<file path="src/srne_pkg.sv">
// Shared types and constants for the sound register to note event decoder.
// Used by srne_div, srne_pat and the top level sound_register_to_note_events.
package srne_pkg;

    localparam int BASE_CLOCK = 3579545;
    localparam int BASE_W = 22;
    localparam int DSR_W = 25;
    localparam int STEP_W = 24;
    localparam int FREQ_W = 26;
    localparam logic [FREQ_W-1:0] FREQ_MAX = '1;

    localparam logic [7:0] DIV_SLOW = 8'd56;
    localparam logic [7:0] DIV_15K = 8'd228;
    localparam logic [7:0] DIV_FAST = 8'd2;
    localparam logic [2:0] OFS_NORMAL = 3'd1;
    localparam logic [2:0] OFS_FAST = 3'd4;
    localparam logic [2:0] OFS_JOINED = 3'd7;

    localparam logic [3:0] DIST_ODD = 4'h1;
    localparam logic [3:0] DIST_POLY5 = 4'h2;
    localparam logic [3:0] DIST_PURE = 4'h8;
    localparam logic [3:0] DIST_PURE_A = 4'ha;
    localparam logic [3:0] DIST_POLY4 = 4'hc;

    localparam logic [4:0] LEN_POLY4 = 5'd15;
    localparam logic [4:0] LEN_POLY5 = 5'd31;

    // Output bit sequences of the two polynomial counters, bit i is step i.
    localparam logic [14:0] SEQ_POLY4 = 15'h70a6;
    localparam logic [30:0] SEQ_POLY5 = 31'h7a89_c196;

    typedef struct packed {
        logic [30:0]       pattern_bits;
        logic [4:0]        pattern_length;
        logic [3:0]        distortion;
        logic [3:0]        volume;
        logic [FREQ_W-1:0] frequency_q8;
        logic              hold;
        logic [1:0]        channel;
    } note_event_t;

endpackage

</file>
<file path="src/srne_div.sv">
// Restoring divider producing one quotient bit per cycle.
// Depends on srne_pkg for the divisor width.
module srne_div #(
    parameter int N = 38
) (
    input  logic                       clk,
    input  logic                       rst_n,
    input  logic                       start,
    input  logic [N-1:0]               dividend,
    input  logic [srne_pkg::DSR_W-1:0] divisor,
    output logic                       done,
    output logic [N-1:0]               quotient,
    output logic [srne_pkg::DSR_W-1:0] remainder
);
    import srne_pkg::*;

    localparam int CNT_W = $clog2(N + 1);

    logic              busy_reg;
    logic              done_reg;
    logic [CNT_W-1:0]  cnt_reg;
    logic [N-1:0]      quo_reg;
    logic [DSR_W-1:0]  rem_reg;
    logic [DSR_W-1:0]  dsr_reg;
    logic [DSR_W:0]    trial;
    logic [DSR_W+1:0]  diff;

    assign trial = {rem_reg, quo_reg[N-1]};
    assign diff = {1'b0, trial} - {2'b00, dsr_reg};

    always_ff @(posedge clk or negedge rst_n)
    begin
        if (!rst_n)
        begin
            busy_reg <= 1'b0;
            done_reg <= 1'b0;
            cnt_reg <= '0;
            quo_reg <= '0;
            rem_reg <= '0;
            dsr_reg <= '0;
        end
        else
        begin
            done_reg <= 1'b0;
            if (start)
            begin
                busy_reg <= 1'b1;
                cnt_reg <= CNT_W'(N);
                quo_reg <= dividend;
                rem_reg <= '0;
                dsr_reg <= divisor;
            end
            else if (busy_reg)
            begin
                if (!diff[DSR_W+1])
                begin
                    rem_reg <= diff[DSR_W-1:0];
                end
                else
                begin
                    rem_reg <= trial[DSR_W-1:0];
                end
                quo_reg <= {quo_reg[N-2:0], ~diff[DSR_W+1]};
                cnt_reg <= cnt_reg - 1'b1;
                if (cnt_reg == CNT_W'(1))
                begin
                    busy_reg <= 1'b0;
                    done_reg <= 1'b1;
                end
            end
        end
    end

    assign done = done_reg;
    assign quotient = quo_reg;
    assign remainder = rem_reg;

endmodule

</file>
<file path="src/srne_pat.sv">
// Walks a polynomial sequence at a given stride and strips trailing zeros.
// Depends on srne_pkg for the sequence tables.
module srne_pat (
    input  logic        clk,
    input  logic        rst_n,
    input  logic        start,
    input  logic        size5,
    input  logic [4:0]  stride,
    output logic        done,
    output logic [30:0] bits
);
    import srne_pkg::*;

    typedef enum logic [1:0] {P_IDLE, P_WALK, P_STRIP} pat_state_t;

    pat_state_t  state_reg;
    logic        done_reg;
    logic        size5_reg;
    logic [4:0]  stride_reg;
    logic [4:0]  pos_reg;
    logic [4:0]  cnt_reg;
    logic [30:0] acc_reg;
    logic [4:0]  len;
    logic        seq_bit;
    logic [5:0]  pos_sum;
    logic [5:0]  pos_wrap;

    assign len = size5_reg ? LEN_POLY5 : LEN_POLY4;
    assign seq_bit = size5_reg ? SEQ_POLY5[pos_reg] : SEQ_POLY4[pos_reg[3:0]];
    assign pos_sum = {1'b0, pos_reg} + {1'b0, stride_reg};
    assign pos_wrap = (pos_sum >= {1'b0, len}) ? pos_sum - {1'b0, len} : pos_sum;

    always_ff @(posedge clk or negedge rst_n)
    begin
        if (!rst_n)
        begin
            state_reg <= P_IDLE;
            done_reg <= 1'b0;
            size5_reg <= 1'b0;
            stride_reg <= '0;
            pos_reg <= '0;
            cnt_reg <= '0;
            acc_reg <= '0;
        end
        else
        begin
            done_reg <= 1'b0;
            unique case (state_reg)
                P_IDLE:
                begin
                    if (start)
                    begin
                        size5_reg <= size5;
                        stride_reg <= stride;
                        pos_reg <= '0;
                        cnt_reg <= '0;
                        acc_reg <= '0;
                        state_reg <= P_WALK;
                    end
                end
                P_WALK:
                begin
                    acc_reg <= {acc_reg[29:0], seq_bit};
                    pos_reg <= pos_wrap[4:0];
                    cnt_reg <= cnt_reg + 1'b1;
                    if (cnt_reg == len - 1'b1)
                    begin
                        state_reg <= P_STRIP;
                    end
                end
                P_STRIP:
                begin
                    if (acc_reg != '0 && !acc_reg[0])
                    begin
                        acc_reg <= {1'b0, acc_reg[30:1]};
                    end
                    else
                    begin
                        done_reg <= 1'b1;
                        state_reg <= P_IDLE;
                    end
                end
                default:
                begin
                    state_reg <= P_IDLE;
                end
            endcase
        end
    end

    assign done = done_reg;
    assign bits = acc_reg;

endmodule

</file>
<file path="src/sound_register_to_note_events.sv">
// Sound register snapshot decoder: one snapshot in, zero to four note events out.
// Each snapshot is handled channel by channel; a channel that emits an event uses
// the shared restoring divider for its frequency and, for a polynomial distortion,
// for the stride modulo of the pattern, then walks and trims the pattern.
// The input is not ready while a snapshot is in work; the last event carries tlast.
// Depends on srne_pkg, srne_div and srne_pat.
module sound_register_to_note_events #(
    parameter int FREQ_FRAC_BITS = 8
) (
    input  logic        clk,
    input  logic        rst_n,
    input  logic        s_tvalid,
    output logic        s_tready,
    // audio_control, divider_ch0..3, channel_ctrl_ch0..3 from the lowest bit up.
    input  logic [71:0] s_tdata,
    output logic        m_tvalid,
    input  logic        m_tready,
    // channel, hold, frequency_q8, volume, distortion, pattern_length, pattern_bits.
    output logic [79:0] m_tdata,
    output logic        m_tlast
);
    import srne_pkg::*;

    localparam int DVD_W = (FREQ_FRAC_BITS + BASE_W > FREQ_W) ?
                           FREQ_FRAC_BITS + BASE_W : FREQ_W;

    typedef enum logic [3:0] {
        S_IDLE, S_EVAL, S_MUL, S_FSTART, S_FWAIT, S_MSTART, S_MWAIT,
        S_PWAIT, S_PUSH, S_END
    } state_t;

    state_t      state_reg;
    logic [71:0] snap_reg;
    logic [1:0]  ch_reg;
    logic [15:0] prev_div_reg [4];
    logic [7:0]  prev_cc_reg [4];
    logic [7:0]  prev_ctl_reg;
    logic [15:0] cdiv_reg;
    logic [2:0]  cm_reg;
    logic [7:0]  cd_reg;
    logic [3:0]  cvol_reg;
    logic [3:0]  cdist_reg;
    logic [4:0]  cplen_reg;
    logic [STEP_W-1:0] step_reg;
    logic [FREQ_W-1:0] freq_reg;
    logic [30:0] pbits_reg;
    note_event_t pend_reg;
    logic        pend_valid_reg;
    note_event_t out_reg;
    logic        out_valid_reg;
    logic        out_last_reg;

    logic [7:0]  ctl;
    logic [7:0]  dv [4];
    logic [7:0]  cc [4];
    logic [7:0]  dd [4];
    logic [2:0]  mm [4];
    logic [7:0]  d_base;
    logic        j01;
    logic        j23;
    logic [15:0] e_div;
    logic [7:0]  e_ctrl;
    logic [3:0]  e_dist;
    logic [3:0]  f_dist;
    logic        e_change;
    logic        e_emit;
    logic [4:0]  e_plen;
    logic [24:0] product;
    logic        slot_free;
    logic        out_load;

    logic             div_start;
    logic [DVD_W-1:0] div_dividend;
    logic [DSR_W-1:0] div_divisor;
    logic             div_done;
    logic [DVD_W-1:0] div_quo;
    logic [DSR_W-1:0] div_rem;
    logic             pat_done;
    logic [30:0]      pat_bits;

    always_comb
    begin
        ctl = snap_reg[7:0];
        for (int i = 0; i < 4; i++)
        begin
            dv[i] = snap_reg[8*i+8 +: 8];
            cc[i] = snap_reg[8*i+40 +: 8];
        end
        d_base = ctl[0] ? DIV_15K : DIV_SLOW;
        j01 = ctl[4];
        j23 = ctl[3];
        dd[0] = ctl[6] ? DIV_FAST : d_base;
        mm[0] = ctl[6] ? OFS_FAST : OFS_NORMAL;
        dd[2] = ctl[5] ? DIV_FAST : d_base;
        mm[2] = ctl[5] ? OFS_FAST : OFS_NORMAL;
        dd[1] = j01 ? dd[0] : d_base;
        mm[1] = (j01 && dd[0] == DIV_FAST) ? OFS_JOINED : OFS_NORMAL;
        dd[3] = j23 ? dd[2] : d_base;
        mm[3] = (j23 && dd[2] == DIV_FAST) ? OFS_JOINED : OFS_NORMAL;
    end

    always_comb
    begin
        e_div = {8'h00, dv[ch_reg]};
        e_ctrl = cc[ch_reg];
        e_dist = cc[ch_reg][7:4];
        if (dv[ch_reg] <= 8'd1 && e_dist != DIST_PURE)
        begin
            e_ctrl[3:0] = 4'h0;
        end
        if ((j01 && !ch_reg[1]) || (j23 && ch_reg[1]))
        begin
            if (!ch_reg[0])
            begin
                e_ctrl[3:0] = 4'h0;
            end
            else
            begin
                e_div = {dv[ch_reg], dv[{ch_reg[1], 1'b0}]};
            end
        end
        e_change = prev_ctl_reg != ctl || prev_div_reg[ch_reg] != e_div ||
                   prev_cc_reg[ch_reg] != e_ctrl;
        e_emit = e_change && (e_ctrl[3:0] != 4'h0 || prev_cc_reg[ch_reg][3:0] != 4'h0);
        f_dist = e_dist;
        if (f_dist[0])
        begin
            f_dist = DIST_ODD;
        end
        if ((f_dist & DIST_PURE_A) == DIST_POLY5)
        begin
            f_dist = DIST_POLY5;
        end
        if ((f_dist & DIST_PURE_A) == DIST_PURE_A)
        begin
            f_dist = DIST_PURE_A;
        end
        if (f_dist == DIST_POLY4)
        begin
            e_plen = LEN_POLY4;
        end
        else if (f_dist == DIST_POLY5)
        begin
            e_plen = LEN_POLY5;
        end
        else
        begin
            e_plen = 5'd0;
        end
    end

    assign product = ({1'b0, cdiv_reg} + {14'd0, cm_reg}) * {17'd0, cd_reg};
    assign slot_free = !out_valid_reg || m_tready;
    assign out_load = pend_valid_reg && slot_free &&
                      (state_reg == S_PUSH || state_reg == S_END);

    always_comb
    begin
        div_start = state_reg == S_FSTART || state_reg == S_MSTART;
        if (state_reg == S_FSTART)
        begin
            div_dividend = DVD_W'(BASE_CLOCK) << FREQ_FRAC_BITS;
            div_divisor = {step_reg, 1'b0};
        end
        else
        begin
            div_dividend = DVD_W'(step_reg);
            div_divisor = DSR_W'(cplen_reg);
        end
    end

    srne_div #(.N(DVD_W)) u_div (
        .clk       (clk),
        .rst_n     (rst_n),
        .start     (div_start),
        .dividend  (div_dividend),
        .divisor   (div_divisor),
        .done      (div_done),
        .quotient  (div_quo),
        .remainder (div_rem)
    );

    srne_pat u_pat (
        .clk    (clk),
        .rst_n  (rst_n),
        .start  (state_reg == S_MWAIT && div_done),
        .size5  (cplen_reg == LEN_POLY5),
        .stride (div_rem[4:0]),
        .done   (pat_done),
        .bits   (pat_bits)
    );

    always_ff @(posedge clk or negedge rst_n)
    begin
        if (!rst_n)
        begin
            state_reg <= S_IDLE;
            snap_reg <= '0;
            ch_reg <= '0;
            for (int i = 0; i < 4; i++)
            begin
                prev_div_reg[i] <= '0;
                prev_cc_reg[i] <= '0;
            end
            prev_ctl_reg <= '0;
            cdiv_reg <= '0;
            cm_reg <= '0;
            cd_reg <= '0;
            cvol_reg <= '0;
            cdist_reg <= '0;
            cplen_reg <= '0;
            step_reg <= '0;
            freq_reg <= '0;
            pbits_reg <= '0;
            pend_reg <= '0;
            pend_valid_reg <= 1'b0;
            out_reg <= '0;
            out_valid_reg <= 1'b0;
            out_last_reg <= 1'b0;
        end
        else
        begin
            if (out_load)
            begin
                out_valid_reg <= 1'b1;
            end
            else if (out_valid_reg && m_tready)
            begin
                out_valid_reg <= 1'b0;
            end
            unique case (state_reg)
                S_IDLE:
                begin
                    if (s_tvalid)
                    begin
                        snap_reg <= s_tdata;
                        ch_reg <= '0;
                        state_reg <= S_EVAL;
                    end
                end
                S_EVAL:
                begin
                    if (e_change)
                    begin
                        prev_div_reg[ch_reg] <= e_div;
                        prev_cc_reg[ch_reg] <= e_ctrl;
                    end
                    cdiv_reg <= e_div;
                    cm_reg <= mm[ch_reg];
                    cd_reg <= dd[ch_reg];
                    cvol_reg <= e_ctrl[3:0];
                    cdist_reg <= f_dist;
                    cplen_reg <= e_plen;
                    if (e_emit)
                    begin
                        state_reg <= S_MUL;
                    end
                    else if (ch_reg == 2'd3)
                    begin
                        state_reg <= S_END;
                    end
                    else
                    begin
                        ch_reg <= ch_reg + 1'b1;
                    end
                end
                S_MUL:
                begin
                    step_reg <= product[STEP_W-1:0];
                    state_reg <= S_FSTART;
                end
                S_FSTART:
                begin
                    state_reg <= S_FWAIT;
                end
                S_FWAIT:
                begin
                    if (div_done)
                    begin
                        freq_reg <= (div_quo > DVD_W'(FREQ_MAX)) ? FREQ_MAX
                                                                 : div_quo[FREQ_W-1:0];
                        pbits_reg <= '0;
                        state_reg <= (cplen_reg == 5'd0) ? S_PUSH : S_MSTART;
                    end
                end
                S_MSTART:
                begin
                    state_reg <= S_MWAIT;
                end
                S_MWAIT:
                begin
                    if (div_done)
                    begin
                        state_reg <= S_PWAIT;
                    end
                end
                S_PWAIT:
                begin
                    if (pat_done)
                    begin
                        pbits_reg <= pat_bits;
                        state_reg <= S_PUSH;
                    end
                end
                S_PUSH:
                begin
                    if (slot_free || !pend_valid_reg)
                    begin
                        if (pend_valid_reg)
                        begin
                            out_reg <= pend_reg;
                            out_last_reg <= 1'b0;
                        end
                        pend_reg.channel <= ch_reg;
                        pend_reg.hold <= cvol_reg != 4'h0;
                        pend_reg.frequency_q8 <= freq_reg;
                        pend_reg.volume <= cvol_reg;
                        pend_reg.distortion <= cdist_reg;
                        pend_reg.pattern_length <= cplen_reg;
                        pend_reg.pattern_bits <= pbits_reg;
                        pend_valid_reg <= 1'b1;
                        if (ch_reg == 2'd3)
                        begin
                            state_reg <= S_END;
                        end
                        else
                        begin
                            ch_reg <= ch_reg + 1'b1;
                            state_reg <= S_EVAL;
                        end
                    end
                end
                S_END:
                begin
                    if (!pend_valid_reg)
                    begin
                        prev_ctl_reg <= ctl;
                        state_reg <= S_IDLE;
                    end
                    else if (slot_free)
                    begin
                        out_reg <= pend_reg;
                        out_last_reg <= 1'b1;
                        pend_valid_reg <= 1'b0;
                        prev_ctl_reg <= ctl;
                        state_reg <= S_IDLE;
                    end
                end
                default:
                begin
                    state_reg <= S_IDLE;
                end
            endcase
        end
    end

    assign s_tready = state_reg == S_IDLE;
    assign m_tvalid = out_valid_reg;
    assign m_tdata = {7'd0, out_reg};
    assign m_tlast = out_last_reg;

    a_idle_nothing_pending: assert property (@(posedge clk) disable iff (!rst_n)
        state_reg == S_IDLE |-> !pend_valid_reg)
        else $error("Event still pending while idle.");

    a_accept_starts_ch0: assert property (@(posedge clk) disable iff (!rst_n)
        s_tvalid && s_tready |=> state_reg == S_EVAL && ch_reg == 2'd0)
        else $error("Snapshot accept did not start at channel 0.");

    a_div_done_waited: assert property (@(posedge clk) disable iff (!rst_n)
        div_done |-> state_reg == S_FWAIT || state_reg == S_MWAIT)
        else $error("Divider finished with no one waiting.");

    a_pat_done_waited: assert property (@(posedge clk) disable iff (!rst_n)
        pat_done |-> state_reg == S_PWAIT)
        else $error("Pattern walk finished with no one waiting.");

endmodule

</file>
<file path="config.mk">
export PLATFORM = sky130hd
export DESIGN_NAME = sound_register_to_note_events
export DESIGN_NICKNAME = d
export VERILOG_FILES = /design/src/srne_pkg.sv /design/src/srne_div.sv /design/src/srne_pat.sv /design/src/sound_register_to_note_events.sv
export SDC_FILE = /design/constraint.sdc
export NUM_CORES = 1
export LEC_CHECK = 0
export BUFFER_PORTS_ARGS = -buffer_cell sky130_fd_sc_hd__buf_2
export CORE_UTILIZATION = 25
export DETAILED_ROUTE_END_ITERATION = 7
export SLEW_MARGIN = 15
export SYNTH_ARGS = -nofsm -noshare
export SYNTH_HDL_FRONTEND = slang
export SYNTH_SLANG_ARGS = --single-unit
</file>
<file path="constraint.sdc">
create_clock -name clk -period 8.3 [get_ports clk]
set_input_delay 1.66 -clock clk [delete_from_list [all_inputs] [get_ports clk]]
set_output_delay 1.66 -clock clk [all_outputs]
set_load 0.01 [all_outputs]
</file>
==> metrics <==
Primary FF master, synth=dfrtp_1; number of global-route vias before repair=19900; final weighted congestion in routability-driven placement=0.813; Sinks on Clock Net=roughly 570; GRT Total Usage=11.1%; min cycle time layout=roughly 6.6 ns; worst slew margin relative to its limit=20.8%; Highest Clock Rate=around 0.15 GHz; area of the core=~120000 um2; Critical Path Sink Type=register; initial antenna violation count=4; clock-pin slew of the registers on the worst-case setup and hold paths=roughly 0.060 ns; layout filler cell count=approximately 12000; summed negative setup slack over all endpoints=0 ns; P per Cell Area=368 nW/um2; switching portion of total power=~40%; number of port buffers=between 150 and 200; post-route ant nets=0; routed via count divided by cell count=between 4 and 5; number of max-cap violations=0; post-detailed-routing wire length=a little under 70000 um; quantity of gates resized following cts=0; largest net degree at the start of global routing=163; flip-flop and latch count after synthesis=573; detailed placement HPWL=46900 um; net switching power=approximately 0.005 W; Setup Fix Bufs, Post-CTS=0; portion of the clock cycle consumed by the worst path in the final layout=79.3%; mean instance size in the synthesized netlist=11.5 um2; Overflow after GRT=0; initial DRC count=approximately 1300; Comb power frac=a little under half; portion of total power attributed to sequential cells=34.1%; maximum fanout encountered on the critical timing path=19; die outline area=around 120000 um2; CTS Buf Count=57; Arrival @ worst endpoint=about 7 ns; setup violators final=0; Yosys warnings=0; io pins=between 150 and 200; largest voltage drop on the vdd net=about 210 uV; wire length per cell=around 15 um; main area contributors after synthesis=dfrtp_1 47%, mux2_2 8.6%, ha_1 4.7%; final count of pins violating max slew=0; post-synth top area cell=dfrtp_1; Syn Std Cell Area=between 30000 and 40000 um2; data required time of the worst path=8.86 ns; Nets=a little over 3000; number of cells in the design after placement=between 4000 and 5000; worst clock skew=between 0.05 and 0.06 ns; Largest register FFs=approximately 70; count of TritonRoute iterations in the first routing pass=5; clock latency reported for the late side of the worst-skew pair=0.65 ns; Async SR Flop Fraction=100%; final number of hold-violating endpoints=0; total vias in the final route=approximately 20000; unrepaired setup endpoints after global routing=false; worst setup path category=reg2reg; class of the tightest hold or removal check=reg2reg; non-filler cells in the finished layout=4418; library cell used as clock root buffer=clkbuf_16; count of different cell masters after synthesis=86; DRC violations left=0; post-synthesis cell count=~2700; number of buffers inserted for hold repair after clock tree synthesis=0; number of buffers between clock root and the deepest sink=3; part of the Yosys area used for sequential elements=46.9%; Synth top area share=a little under half; part of the power in the clock network=between 20% and 30%; CTS H-tree lvls=2; Post-synth EDFFs=0; wire length of the first global-routing pass=about 110000 um; transition time at the pin with the least slew margin=around 1.2 ns; starting utilization of the core area=about a quarter; leakage power=about 17 nW; outcome=finished clean; vertical die dimension=approximately 350 um; internal power of the cells=0.00766 W; signed area change from the synthesized netlist to the final layout=13.5%; cell row count=127; share of final-layout standard cells stronger than drive strength 1=between 20% and 30%; CTS tree=yes; die width=352 um; startpoint types=register
-- Yosys cell counts (10+ instances only) --
cell,number
dfrtp_1,573
mux2_2,233
nand2_1,207
inv_1,173
nor2_1,156
a21oi_1,128
o21ai_0,120
ha_1,115
clkbuf_1,106
mux2_4,80
fa_1,63
xor2_1,59
mux2i_1,53
nor2b_1,49
xnor2_1,45
a22o_1,36
nand3_1,33
and2_1,31
nor3_1,31
a22oi_1,29
mux4_2,26
a211oi_1,25
a21o_1,24
nand2b_1,20
nor4_1,18
o21a_1,16
o21bai_1,16
buf_4,14
and3_1,13
mux2_1,12
nand3b_1,11
nand4_1,11
a31oi_1,10
-- stage by stage --
| stage | hold slack [ns] | power, W | setup WS [ns] | util, % | cell area [um2] |
|---|---|---|---|---|---|
| after CTS | 0.482 | 0.0129 | 1.62 | 28.8 | 34700 |
| after global routing | 0.493 | 0.0139 | 1.13 | 28.8 | 34700 |
| after global placement | 0.458 | 0.0102 | 1.80 | 27.3 | 32900 |
| final | 0.479 | 0.0128 | 1.72 | 28.8 | 34700 |
| after floorplan | 0.442 | 0.00883 | 2.22 | - | 30600 |
| after detailed placement | 0.467 | 0.0103 | 1.65 | 27.3 | 32900 |
-- critical path, cell delays in order (launching register included) --
cell       delay [ns]
dfrtp_1          0.63
ha_1             0.35
nor2b_1          0.14
o21ai_0          0.34
nor2_1           0.17
nand2_1          0.12
xor2_1           0.12
nor2b_1          0.23
inv_1            0.13
fa_1             0.54
inv_1            0.05
fa_1             0.46
fa_1             0.54
inv_1            0.05
fa_1             0.53
inv_1            0.04
ha_1             0.33
and3_1           0.19
a221o_1          0.31
o21bai_1         0.21
a41oi_1          0.40
a2111oi_0        0.20
o21a_1           0.20
o31ai_1          0.22
-- worst paths after layout --
| path | from | end | slack [ns] | depth (start not counted) |
|---|---|---|---|---|
| min in group asynchronous | rst_n | snap_reg[1] | 1.06 | 1 |
| max reg2reg | cd_reg[1] | step_reg[21] | 1.72 | 23 |
| min reg2reg | prev_cc_reg[24] | prev_cc_reg[24] | 0.48 | 1 |
| max | cd_reg[1] | step_reg[21] | 1.72 | 23 |
| min | prev_cc_reg[24] | prev_cc_reg[24] | 0.48 | 1 |
| max in group asynchronous | rst_n | prev_cc_reg[5] | 5.44 | 3 |
-- cell type report --
class / instances / area [um2] / share of cell area, %
antenna: 1 / 2.50 / 0.00720
clock buffer: 80 / 1620 / 4.67
clock inverter: 22 / 229 / 0.659
inverter: 174 / 653 / 1.88
multi-input combinational: 1775 / 14900 / 42.8
sequential: 573 / 14300 / 41.3
tap: 1612 / 2020 / 5.81
timing repair buffer: 181 / 1020 / 2.92
-- metal layers --
layer / share of wire (%) / track usage, % / up-vias
met5: 0.019 / 0 / -
met4: 1.8 / 2.63 / 2
met3: 4.9 / 1.90 / 84
met2: 42 / 16.4 / 410
met1: 51 / 16.6 / 9816
li1: - / - / 9469
-- cells in the final DEF, fill, tap and decap left out, drive strengths merged, types with 16 or more instances in the layout --
cell | Yosys | layout
nor2 | 156 | 156
xor2 | 59 | 59
o21ai | 122 | 122
nand3 | 33 | 33
nor4 | 18 | 18
a21oi | 128 | 128
a211oi | 25 | 25
and2 | 32 | 32
xnor2 | 45 | 45
mux2 | 325 | 325
clkbuf | 106 | 80
mux2i | 54 | 54
o21bai | 16 | 16
a22o | 36 | 36
nor3 | 32 | 32
a22oi | 29 | 29
nand2b | 21 | 21
inv | 174 | 178
o21a | 16 | 16
ha | 115 | 115
a21o | 24 | 24
nor2b | 49 | 49
dfrtp | 573 | 573
fa | 63 | 63
nand2 | 209 | 209
buf | 39 | 181
mux4 | 37 | 37
-- cell families after synthesis --
group / Yosys count / share of synthesized area (%)
DFF: 573 / 46.9
and+or+nand+nor: 614 / 9.52
buffers and inverters: 319 / 4.81
adders and majority gates: 178 / 8.82
AOI/OAI and AO/OA: 456 / 9.44
other: 1 / 0.0123
muxes: 416 / 17.6
xor gates and xnor gates: 104 / 2.98
-- power groups by stage --
stage	Sequential (W)	Clock [W]	Combinational, W
final	0.00437	0.00258	0.00585
after global routing	0.00449	0.00278	0.00661
after floorplan	0.00405	0	0.00477
after CTS	0.00437	0.00267	0.00591
after detailed placement	0.00441	0	0.00587
after global placement	0.00439	0	0.00576
Note: power is estimated with default switching activity, not from simulation.
